File: config.mk
export PLATFORM = sky130hd
export DESIGN_NAME = lsd_ctrl
export DESIGN_NICKNAME = d
export VERILOG_FILES = /design/src/design/lsd_pkg.sv /design/src/design/lsd_ctrl.sv
export SDC_FILE = /design/constraint.sdc
export NUM_CORES = 1
export LEC_CHECK = 0
export ABC_AREA = 1
export ABC_CLOCK_PERIOD_IN_PS = 2900
export BUFFER_PORTS_ARGS = -buffer_cell sky130_fd_sc_hd__buf_2
export CAP_MARGIN = 20
export CORE_AREA = 10 10 47 49
export DETAILED_ROUTE_END_ITERATION = 16
export DIE_AREA = 0 0 57 59
export PLACE_DENSITY_LB_ADDON = 0.15
export SLEW_MARGIN = 20
export SYNTH_ARGS = -nofsm -noshare
export SYNTH_HDL_FRONTEND = slang
export SYNTH_SLANG_ARGS = --single-unit
File: constraint.sdc
create_clock -name clk -period 2.9 [get_ports clk]
set_clock_uncertainty 0.15 [all_clocks]
set_input_delay 0.145 -clock clk [delete_from_list [all_inputs] [get_ports clk]]
set_output_delay 0.145 -clock clk [all_outputs]
set_load 0.1 [all_outputs]
File: src/design/lsd_pkg.sv
// ----------------------------------------------------------------------------
// lsd_pkg: shared types and constants of the subexpression dedup table
// Field widths, result codes and the command/status bundles between the
// controller and the datapath.
// ----------------------------------------------------------------------------
package lsd_pkg;

  localparam int OPCODE_W   = 8;
  localparam int TYPE_W     = 16;
  localparam int OPTY_W     = OPCODE_W + TYPE_W;
  localparam int FIELD_ID_W = 16;
  localparam int COUNT_W    = 3;
  localparam int FIELD_OPS  = 4;

  // Table generation tag; a stored tag of zero always means empty.
  localparam int EPOCH_W = 8;
  localparam logic [EPOCH_W-1:0] EPOCH_FIRST = EPOCH_W'(1);
  localparam logic [EPOCH_W-1:0] EPOCH_LAST  = '1;
  localparam logic [EPOCH_W-1:0] EPOCH_NONE  = '0;

  typedef enum logic [1:0] {
    OUT_SKIP = 2'd0,
    OUT_NEW  = 2'd1,
    OUT_DUP  = 2'd2,
    OUT_FULL = 2'd3
  } outcome_t;

  typedef struct packed {
    logic load;    // latch the accepted item
    logic sweep;   // clear one table entry
    logic hash;    // start probing at the hashed slot
    logic read;    // read the table at the probe slot
    logic next;    // advance to the following slot
    logic finish;  // write the result, insert on a miss
  } lsd_cmd_t;

  typedef struct packed {
    logic wrap;        // incoming block start exhausts the tags
    logic sweep_last;  // clearing pass is at its last entry
    logic skip;        // latched item is not tracked
    logic more;        // probe must continue
    logic out_free;    // result register can take a result
  } lsd_stat_t;

endpackage

File: src/design/lsd_ctrl.sv
// ----------------------------------------------------------------------------
// lsd_ctrl: sequencing of the dedup table
// Runs the clearing pass, accepts an item, and steps the hashed probe loop.
// ----------------------------------------------------------------------------
module lsd_ctrl import lsd_pkg::*; (
  input  logic      clk,
  input  logic      rst_n,
  input  logic      in_valid,
  output logic      in_ready,
  input  lsd_stat_t stat,
  output lsd_cmd_t  cmd
);

  typedef enum logic [4:0] {
    ST_SWEEP = 5'b00001,
    ST_IDLE  = 5'b00010,
    ST_HASH  = 5'b00100,
    ST_READ  = 5'b01000,
    ST_CMP   = 5'b10000
  } state_t;

  state_t state_r, state_nxt;
  logic   pend_r, pend_nxt;

  always_comb begin
    state_nxt = state_r;
    pend_nxt  = pend_r;
    cmd       = '0;
    in_ready  = 1'b0;
    unique case (state_r)
      ST_SWEEP: begin
        cmd.sweep = 1'b1;
        if (stat.sweep_last) begin
          state_nxt = pend_r ? ST_HASH : ST_IDLE;
          pend_nxt  = 1'b0;
        end
      end
      ST_IDLE: begin
        in_ready = 1'b1;
        if (in_valid) begin
          cmd.load = 1'b1;
          // Running out of tags forces a clearing pass before the item goes on.
          if (stat.wrap) begin
            state_nxt = ST_SWEEP;
            pend_nxt  = 1'b1;
          end else begin
            state_nxt = ST_HASH;
          end
        end
      end
      ST_HASH: begin
        if (stat.skip) begin
          state_nxt = ST_CMP;
        end else begin
          cmd.hash  = 1'b1;
          state_nxt = ST_READ;
        end
      end
      ST_READ: begin
        cmd.read  = 1'b1;
        state_nxt = ST_CMP;
      end
      ST_CMP: begin
        if (stat.more) begin
          cmd.next  = 1'b1;
          state_nxt = ST_READ;
        end else if (stat.out_free) begin
          cmd.finish = 1'b1;
          state_nxt  = ST_IDLE;
        end
      end
      default: state_nxt = ST_SWEEP;
    endcase
  end

  always_ff @(posedge clk) begin
    if (!rst_n) begin
      state_r <= ST_SWEEP;
      pend_r  <= 1'b0;
    end else begin
      state_r <= state_nxt;
      pend_r  <= pend_nxt;
    end
  end

endmodule

==> metrics.md, run 1 <==
| Metric | Value |
|---|---|
| Status | complete, no violations |
| CP Capture Type | primary output |
| Worst R2R Start | state_r[0] |
| Postcts setup bufs | 0 |
| Drc violations | 0 |
| Share of cells above drive strength 1 | approximately 39% |
| Placed insts | 93 |
| Worst EP required | 2610 ps |
| DRT met1 WL | 431 µm |
| Mean routed wirelength per cell | between 10 and 15 µm |
| Min-Delay Path Class | in -> reg |
| Detailed Place HPWL | approximately 860 µm |
| Area of the die | 3360 µm² |
| Critical Path Source Type | flop |
| Num rows | 14 |
| Register-to-register setup slack | 1560 ps |
| Worst R2R End | state_r[2] |
| Storage cell area | around 120 µm² |
| Cells on worst reg2reg path | 5 |
| Setup ws final | 1040 ps |
| Vias | around 440 |
| Sequential fraction of the synthesis area | 28.0% |
| Clk Tree Root Cell | clkbuf_4 |
| Max clock buf depth | 2 |
| Clk sinks | 6 |
| Yosys cell types | 19 |
| MaxCap Viol Count | 0 |
| Area of the multi-input gates | about 250 µm² |
| Warnings, synthesis | 0 |
| Crit path time final | ~1900 ps |
| Die Ht | between 50 and 60 µm |
| Fin crit share | between 60% and 70% |
| Antenna cells | 0 |
| Routed WL | approximately 1000 µm |
| Global route total overflow | 0 |
| Number of global-route vias before repair | ~430 |
| Arr. time, crit path | ~1600 ps |
| DR top layer | met3 |
| Pre-Repair DR Iteration Count | 4 |
| Largest net degree at the start of global routing | 8 |
| Filler instances | roughly 160 |
| Clk_lat worst skew | around 240 ps |
| CP max FO | 4 |
| Place WS | between 1000 and 1500 ps |
| Antenna viol nets, final | 0 |
| Post-layout nets | 90 |
| Clk pin slew, worst setup/hold paths | 40 ps |
| Final hold vios | 0 |
| Layout area overhead | 26.2% |
| Final non-filler cell total | 96 |
| Port Buffer Count | 14 |
| Min-delay src | rst_n |
| FMAX | 538 MHz |
| Worst vdd ir | 640 µV |
| Critical path class | reg -> out |
| Core area | about 1400 µm² |
| Cts hold-fix bufs | 0 |
| Metal3 WL | approximately 97 µm |
| Post-DP Area | around 520 µm² |
| Iteration-0 DRC Markers | 19 |
| # IOs | 15 |
| Routed wire length on met2 | approximately 470 µm |
| Least-Margin Pin Slew | 490 ps |
| Syn_nets | 71 |
| #FFs+latches synth | 6 |
| CTS tree | done |
| Final instance area | about 540 µm² |
| DR vias/cell | 4.59 |
| Util after Layout | about 39% |
| Die Span X | between 50 and 60 µm |
| First-pass GRT wire length | roughly 1700 µm |
| Cells after Synth | 63 |
| RSZ-0062 raised after global routing | no |
| Initial core utilization | a little under a third |
| RePlAce Congestion | ~0.81 |
| PD cells | roughly 1000 nW/µm² |
| Max-slew violation count | 0 |
| H-tree Lvls | 1 |
| Leak | around 0.00032 µW |
| Hold path depth | 3 |
| Initial antenna violation count | 0 |
| PostCTS Resize Cnt | 0 |
| Slew margin rel. | between 60% and 70% |
| Hold path endpoint | pend_r |
| Syn Area/Cell | 6.81 µm² |
| Final setup vio count | 0 |
| Post-Syn Area | 429 µm² |
| GRT Util Overall | under 10% |
| Setup TNS | 0 ps |
| Clock buffer count from CTS | 3 |
per-layer routing:
layer	vias up	global-route usage, %
met5	-	0
met4	0	4.03
met3	0	3.86
met2	12	10.7
met1	188	6.22
li1	241	-
synth_stat cells, drive strengths merged:
cell type	n	area [µm²]
dfxtp	6	120
nand4	5	43.8
nand3	6	45.0
a21oi	1	5.00
and3	1	6.26
inv	15	56.3
nor2	13	75.1
o21a	1	7.51
o211ai	1	7.51
nor3	1	5.00
o21ai	5	25.0
nand2	8	32.5
through the flow:
| step | power, µW | hold WS (ps) |
|---|---|---|
| floorplan | 426 | 100 |
| global placement | 484 | 292 |
| detailed placement | 480 | 279 |
| CTS | 559 | 22.8 |
| global route | 600 | 51.6 |
| finish | 551 | 36.0 |
area by class of cell:
class / instances / area share [%]
clock buffers: 3 / 4.16
inverters: 15 / 10.4
multi-input cells: 42 / 46.7
flip-flops and latches: 6 / 22.2
well taps: 16 / 3.70
repair buffers: 14 / 12.9
placed cells by master (no fill, tap or decap), types with 2 or more instances in the layout:
master,count
nand4_1,3
nand2_1,7
nor2_1,8
inv_1,12
o21ai_1,2
inv_2,3
dfxtp_1,6
o21ai_0,3
nand3_2,3
nand4_2,2
nor2_2,4
clkbuf_4,3
nand3_1,3
buf_2,14
worst max-delay path: stages, from the launching register on:
cell and delay (ps):
dfxtp_1 330, nor2_2 220, nand4_1 170, nor2_1 160
buf_2 450
cells by family (layout without fill, tap and decap cells):
group	after synthesis	after routing	share of synthesized area, %
compound gates	8	8	10.5
flops	6	6	28.0
buf+inv	15	32	13.1
simple gates	34	34	48.4
power by group:
group / switching [µW] / internal [µW] / leakage [µW]
Sequential: 21.2 / 105 / 0.0000491
Combinational: 259 / 91.3 / 0.000257
Clock: 28.3 / 46.7 / 0.0000138
worst max-delay path by stage:
stage	slack, ps	depth (start not counted)	startpoint	to
6_report	1040	4	state_r[0]	cmd[3]
5_1_grt	970	5	state_r[1]	cmd[5]
3_5_place_dp	1310	4	state_r[0]	cmd[3]
2_1_floorplan	520	4	state_r[2]	state_r[3]
4_1_cts	1050	4	state_r[0]	cmd[3]
3_3_place_gp	1280	4	state_r[0]	cmd[3]
registers in the layout, summed over array words and instances, names as in the netlist:
register and cells:
pend_r 1, state_r 5
No activity file was read; power rests on OpenSTA's default activity.
==> inputs of run 2 (changes only) <==
Settings changed: ABC_CLOCK_PERIOD_IN_PS 2900 to 1600.
Clock period 2.9 ns to 1.6 ns, I/O delays scaled along.
==> run 2 against run 1 <==
  * First-iteration DRC count down 79%
  * Highest routed layer is now met4
  * Global-route usage rose by 0.67 points
  * Clock-buffer cell count is the same
  * Largest power group unchanged
  * Core utilization is 11 points higher
  * Critical path depth up 1
==> metrics.md, run 2 (synthesis results as in run 1) <==
| Metric | Value |
|---|---|
| Pre-Repair DR Iteration Count | 4 (unchanged) |
| MaxCap Viol Count | 0 (unchanged) |
| Worst path cell trace | inv_1 -> nor2_2 -> nand3_2 -> nor2_4 -> buf_12 (was nor2_2 -> nand4_1 -> nor2_1 -> buf_2) |
| Fin crit share | 99.4% |
| Min-Delay Path Class | in -> reg (unchanged) |
| CP Capture Type | primary output (unchanged) |
| Least-Margin Pin Slew | 257 ps (was 490 ps) |
| Switching part of the total | 53.0% (was 56.0%) |
| Die Span X | 57 µm (unchanged) |
| Max clock buf depth | 2 (unchanged) |
| Global route total overflow | 0 (unchanged) |
| Util after Layout | 50.0% (was 38.7%) |
| Antenna viol nets, final | 0 (unchanged) |
| RSZ-0062 raised after global routing | yes (was no) |
| Core area | 1400 µm² (unchanged) |
| Status | complete, no violations (unchanged) |
| PD cells | 1660 nW/µm² (was 1020 nW/µm²) |
| Internal | 546 µW (was 243 µW) |
| Final setup vio count | 0 (unchanged) |
| Detailed Place HPWL | 915 µm (was 855 µm) |
| CP max stage delay | 410 ps (was 450 ps) |
| GRT Util Overall | 7.22% (was 6.54%) |
| Worst EP required | 1370 ps (was 2610 ps) |
| Worst path bufs/invs | 2 (was 1) |
| Leading cell type in the layout, fill and taps excluded | inv_1 (was buf_2) |
| Clk pin slew, worst setup/hold paths | 50 ps (was 40 ps) |
| Mean routed wirelength per cell | 11.7 µm (was 10.4 µm) |
| Max reg flops | 5 (unchanged) |
| H-tree Lvls | 1 (unchanged) |
| Share of cells above drive strength 1 | 43.2% (was 38.8%) |
| Drc violations | 0 (unchanged) |
| Leak | 0.000337 µW (was 0.000320 µW) |
| Clock power share | 12.6% (was 13.6%) |
| Die Ht | 59 µm (unchanged) |
| Largest net degree at the start of global routing | 8 (unchanged) |
| Biggest regs | state_r (5), pend_r (1) (unchanged) |
| Vias | 447 (was 441) |
| Setup TNS | 0 ps (unchanged) |
| Iteration-0 DRC Markers | 4 (was 19) |
| Slew margin rel. | 82.8% (was 67.6%) |
| Layout area overhead | 63.3% (was 26.2%) |
| Slowest stage cell, crit path | dfxtp_1 (was buf_2) |
| Arr. time, crit path | 1360 ps (was 1560 ps) |
| First-pass GRT wire length | 1930 µm (was 1730 µm) |
| CP delay by family, top | simple AND/OR/NAND/NOR gates (unchanged) |
| Area of the die | 3360 µm² (unchanged) |
| Clk sinks | 6 (unchanged) |
| Switch Pwr | 615 µW (was 308 µW) |
| Antenna cells | 0 (unchanged) |
| Clk_lat worst skew | 250 ps (was 240 ps) |
| Worst vdd ir | 1650 µV (was 640 µV) |
| Number of global-route vias before repair | 474 (was 431) |
| CP max FO | 5 (was 4) |
| CTS tree | done (unchanged) |
| Max-slew violation count | 0 (unchanged) |
| Top reg by flops | state_r (unchanged) |
| Crit path time final | approximately 1600 ps |
| Most frequent cells in the layout | 12 x inv_1, 7 x nand2_1, 7 x buf_2, 7 x buf_12, 6 x dfxtp_1 (was 14 x buf_2, 12 x inv_1, 8 x nor2_1) |
| Initial core utilization | 30.6% (unchanged) |
| Post-layout nets | 91 (was 90) |
| Clock buffer count from CTS | 3 (unchanged) |
| FMAX | approximately 630 MHz |
| Critical path class | reg -> out (unchanged) |
| Seq pwr share | 20.6% (was 22.8%) |
| DR vias/cell | 4.61 (was 4.59) |
| Clk Tree Root Cell | clkbuf_4 (unchanged) |
| Initial antenna violation count | 0 (unchanged) |
| RePlAce Congestion | 0.780 (was 0.805) |
| Port Buffer Count | 14 (unchanged) |
| Critical Path Source Type | flop (unchanged) |
| Routed WL | 1140 µm (was 1000 µm) |
| Combinational fraction of design power | 66.8% (was 63.6%) |
| # IOs | 15 (unchanged) |
| Final hold vios | 0 (unchanged) |
| Num rows | 14 (unchanged) |
-- run 2: stage by stage --
step                      power (µW)  hold WS (ps)  instances  area, µm²  worst slack, ps
final                           1160          24.2         97        701             8.85
after global routing            1240          42.4         97        701            -55.3
after CTS                       1150          22.9         97        687             19.5
after detailed placement         992           218         93        654              214
after global placement           994           218         93        654              200
after floorplan                  780          35.3         63        459             26.9
-- run 2: worst reg2reg max path: stages, from the launching register on --
cell     delay (ps)
dfxtp_1         410
inv_1            70
nor2_2          130
nand3_2         170
nand3_1         140
o21ai_1          60
nand2_1          60
nand2_1          40
-- run 2: cell type report --
type	count	area [µm²]
fill	147	701
timing repair buffer	15	185
tap	16	20.0
inverter	15	56.3
clock buffer	3	22.5
multi-input combinational	42	297
sequential	6	120
-- run 2: worst paths after layout --
kind	slack [ps]	end	cells after the start	from
hold reg to reg	370	pend_r	2	pend_r
setup reg to reg	250	state_r[0]	7	state_r[1]
hold / removal	20	state_r[1]	3	stat[0]
setup / recovery	9	cmd[5]	5	state_r[1]
-- run 2: power groups by stage --
stage | clock network, µW | registers (µW) | logic (µW)
3_3_place_gp | 0 | 233 | 761
3_5_place_dp | 0 | 232 | 760
5_1_grt | 157 | 243 | 836
2_1_floorplan | 0 | 227 | 554
6_report | 146 | 240 | 775
4_1_cts | 153 | 229 | 767
-- run 2: routing by layer --
layer	GRT usage, %	vias up	wire length (µm)
met4	6.04	0	13
met3	3.43	2	78
met1	6.77	198	460
li1	-	239	-
met2	11.8	8	585
met5	0	-	0
-- run 2: repair_timing --
item / in CTS / in global routing
hold endpoints to repair: 4 / 0
gates resized for setup: 0 / 2
setup endpoints to repair: 0 / 5
buffers inserted: 0 / 0
hold buffers: 1 / 0
==> inputs of run 3 (changes only) <==
Settings changed: REMOVE_ABC_BUFFERS from default to 1.
==> run 3 against run 2 <==
  * Clock power shrank 5%
  * Clock-buffer cell count is the same
  * Register-to-register slack lost 60 ps
  * Via count grew 8.9%
  * Critical path type unchanged
==> metrics.md, run 3 (synthesis results as in run 1) <==
| Metric | Value |
|---|---|
| Crit path time final | 1580 ps (was 1590 ps) |
| Core area | 1400 µm² (unchanged) |
| Register-to-register setup slack | 190 ps (was 250 ps) |
| Worst EP required | 1370 ps (about the same) |
| Die Span X | 57 µm (unchanged) |
| Arr. time, crit path | 1350 ps (was 1360 ps) |
| Final setup vio count | 0 (unchanged) |
| Top reg by flops | state_r (unchanged) |
| Most frequent cells in the layout | 12 x inv_1, 7 x nand2_1, 7 x buf_2, 7 x buf_12, 6 x buf_4 (was 12 x inv_1, 7 x nand2_1, 7 x buf_2, 7 x buf_12, 6 x dfxtp_1) |
| Antenna cells | 0 (unchanged) |
| DRT met1 WL | 513 µm (was 460 µm) |
| Mean routed wirelength per cell | 11.3 µm (was 11.7 µm) |
| Clk_lat worst skew | 240 ps (was 250 ps) |
| Die Ht | 59 µm (unchanged) |
| # IOs | 15 (unchanged) |
| GRT Util Overall | 6.97% (was 7.22%) |
| Biggest regs | state_r (5), pend_r (1) (unchanged) |
| Util after Layout | 52.6% (was 50.0%) |
| Drc violations | 0 (unchanged) |
| DR vias/cell | 4.73 (was 4.61) |
| Initial core utilization | 30.6% (unchanged) |
| Antenna viol nets, final | 0 (unchanged) |
| Routed wire length on met2 | 516 µm (was 585 µm) |
| RePlAce Congestion | 0.812 (was 0.780) |
| Initial antenna violation count | 0 (unchanged) |
| Iteration-0 DRC Markers | 11 (was 4) |
| Critical Path Source Type | flop (unchanged) |
| Slew margin rel. | 82.7% (was 82.8%) |
| CTS tree | done (unchanged) |
| H-tree Lvls | 1 (unchanged) |
| Slowest stage cell, crit path | dfxtp_2 (was dfxtp_1) |
| Setup TNS | 0 ps (unchanged) |
| Global route total overflow | 0 (unchanged) |
| Setup ws final | 20.1 ps (was 8.85 ps) |
| CP Capture Type | primary output (unchanged) |
| Leading cell type in the layout, fill and taps excluded | inv_1 (unchanged) |
| Number of global-route vias before repair | 422 (was 474) |
| Clk pin slew, worst setup/hold paths | 50 ps (about the same) |
| Min-Delay Path Class | in -> reg (unchanged) |
| Status | complete, no violations (unchanged) |
| Detailed Place HPWL | 929 µm (was 915 µm) |
| Metal3 WL | 93 µm (was 78 µm) |
| Clk sinks | 6 (unchanged) |
| Routed WL | 1160 µm (was 1140 µm) |
| Num rows | 14 (unchanged) |
| Max-slew violation count | 0 (unchanged) |
| Fin crit share | 98.7% (was 99.4%) |
| Leak | 0.000361 µW (was 0.000337 µW) |
| Placed insts | 93 (unchanged) |
| Clk Tree Root Cell | clkbuf_4 (unchanged) |
| FMAX | 633 MHz (was 628 MHz) |
| CP max stage delay | 340 ps (was 410 ps) |
| Area of the die | 3360 µm² (unchanged) |
| Place WS | 223 ps (was 214 ps) |
| Worst vdd ir | 1500 µV (was 1650 µV) |
| Post-layout nets | 97 (was 91) |
| PD cells | 1590 nW/µm² (was 1660 nW/µm²) |
| Worst path cell trace | nor2_4 -> nand4_1 -> nor2_2 -> buf_12 (was inv_1 -> nor2_2 -> nand3_2 -> nor2_4 -> buf_12) |
| CP max FO | 4 (was 5) |
| Pre-Repair DR Iteration Count | 4 (unchanged) |
| Port Buffer Count | 14 (unchanged) |
| Least-Margin Pin Slew | 259 ps (was 257 ps) |
| Critical path class | reg -> out (unchanged) |
| Max clock buf depth | 2 (unchanged) |
| Largest net degree at the start of global routing | 8 (unchanged) |
| Final non-filler cell total | 103 (was 97) |
| First-pass GRT wire length | 1830 µm (was 1930 µm) |
| Final hold vios | 0 (unchanged) |
| Layout area overhead | 71.7% (was 63.3%) |
| DR top layer | met4 (unchanged) |
| Share of cells above drive strength 1 | 48.3% (was 43.2%) |
| Clock buffer count from CTS | 3 (unchanged) |
| RSZ-0062 raised after global routing | yes (unchanged) |
| Max reg flops | 5 (unchanged) |
| MaxCap Viol Count | 0 (unchanged) |
| Vias | 487 (was 447) |
[run 3: cell count changes in the layout (fill, tap and decap cells not counted), sizes merged]
cell  before  now
buf       14   20
[run 3: worst paths after layout]
kind                            startpoint         end  cells past startpoint
worst max-delay path            state_r[1]      cmd[3]                      4
worst min-delay path               stat[0]  state_r[1]                      3
worst max register to register  state_r[4]  state_r[2]                      7
worst min register to register      pend_r      pend_r                      2
[run 3: power by group]
group          total, µW  leakage, µW  internal, µW  switching [µW]
clock                138    0.0000138          84.7            52.9
combinational        791     0.000298           285             505
sequential           241    0.0000494           192            48.5
[run 3: critical path, delay by kind of cell, from the launching register on]
kind	cells	cell delay, ps
buffers and inverters	1	200
DFF	1	340
and+or+nand+nor	3	570
[run 3: what timing repair did]
action                     4_1_cts  5_1_grt
gates resized for setup          3        6
setup endpoints to repair        3        4
hold endpoints to repair         4        0
setup buffers                    0        6
hold buffers                     1        0
pin swaps                        0        3
[run 3: stage by stage]
| step | area (µm²) | total power (µW) | hold slack, ps |
|---|---|---|---|
| after global placement | 624 | 989 | 215 |
| after floorplan | 429 | 772 | 35.3 |
| after global routing | 737 | 1250 | 41.8 |
| final | 737 | 1170 | 35.0 |
| after detailed placement | 624 | 988 | 218 |
| after CTS | 664 | 1140 | 20.3 |
[run 3: area by class of cell]
cell class                      count  area (µm²)
Timing Repair Buffer               21         230
Clock buffer                        3        22.5
Tap cell                           16        20.0
Sequential cell                     6         121
Fill cell                         144         664
Inverter                           15        56.3
Multi-Input combinational cell     42         287
[run 3: routing by layer]
metal | track usage, % | up-vias
met1 | 7.64 | 209
li1 | - | 254
met2 | 9.77 | 20
met3 | 2.79 | 4
met5 | 0 | -
met4 | 7.05 | 0
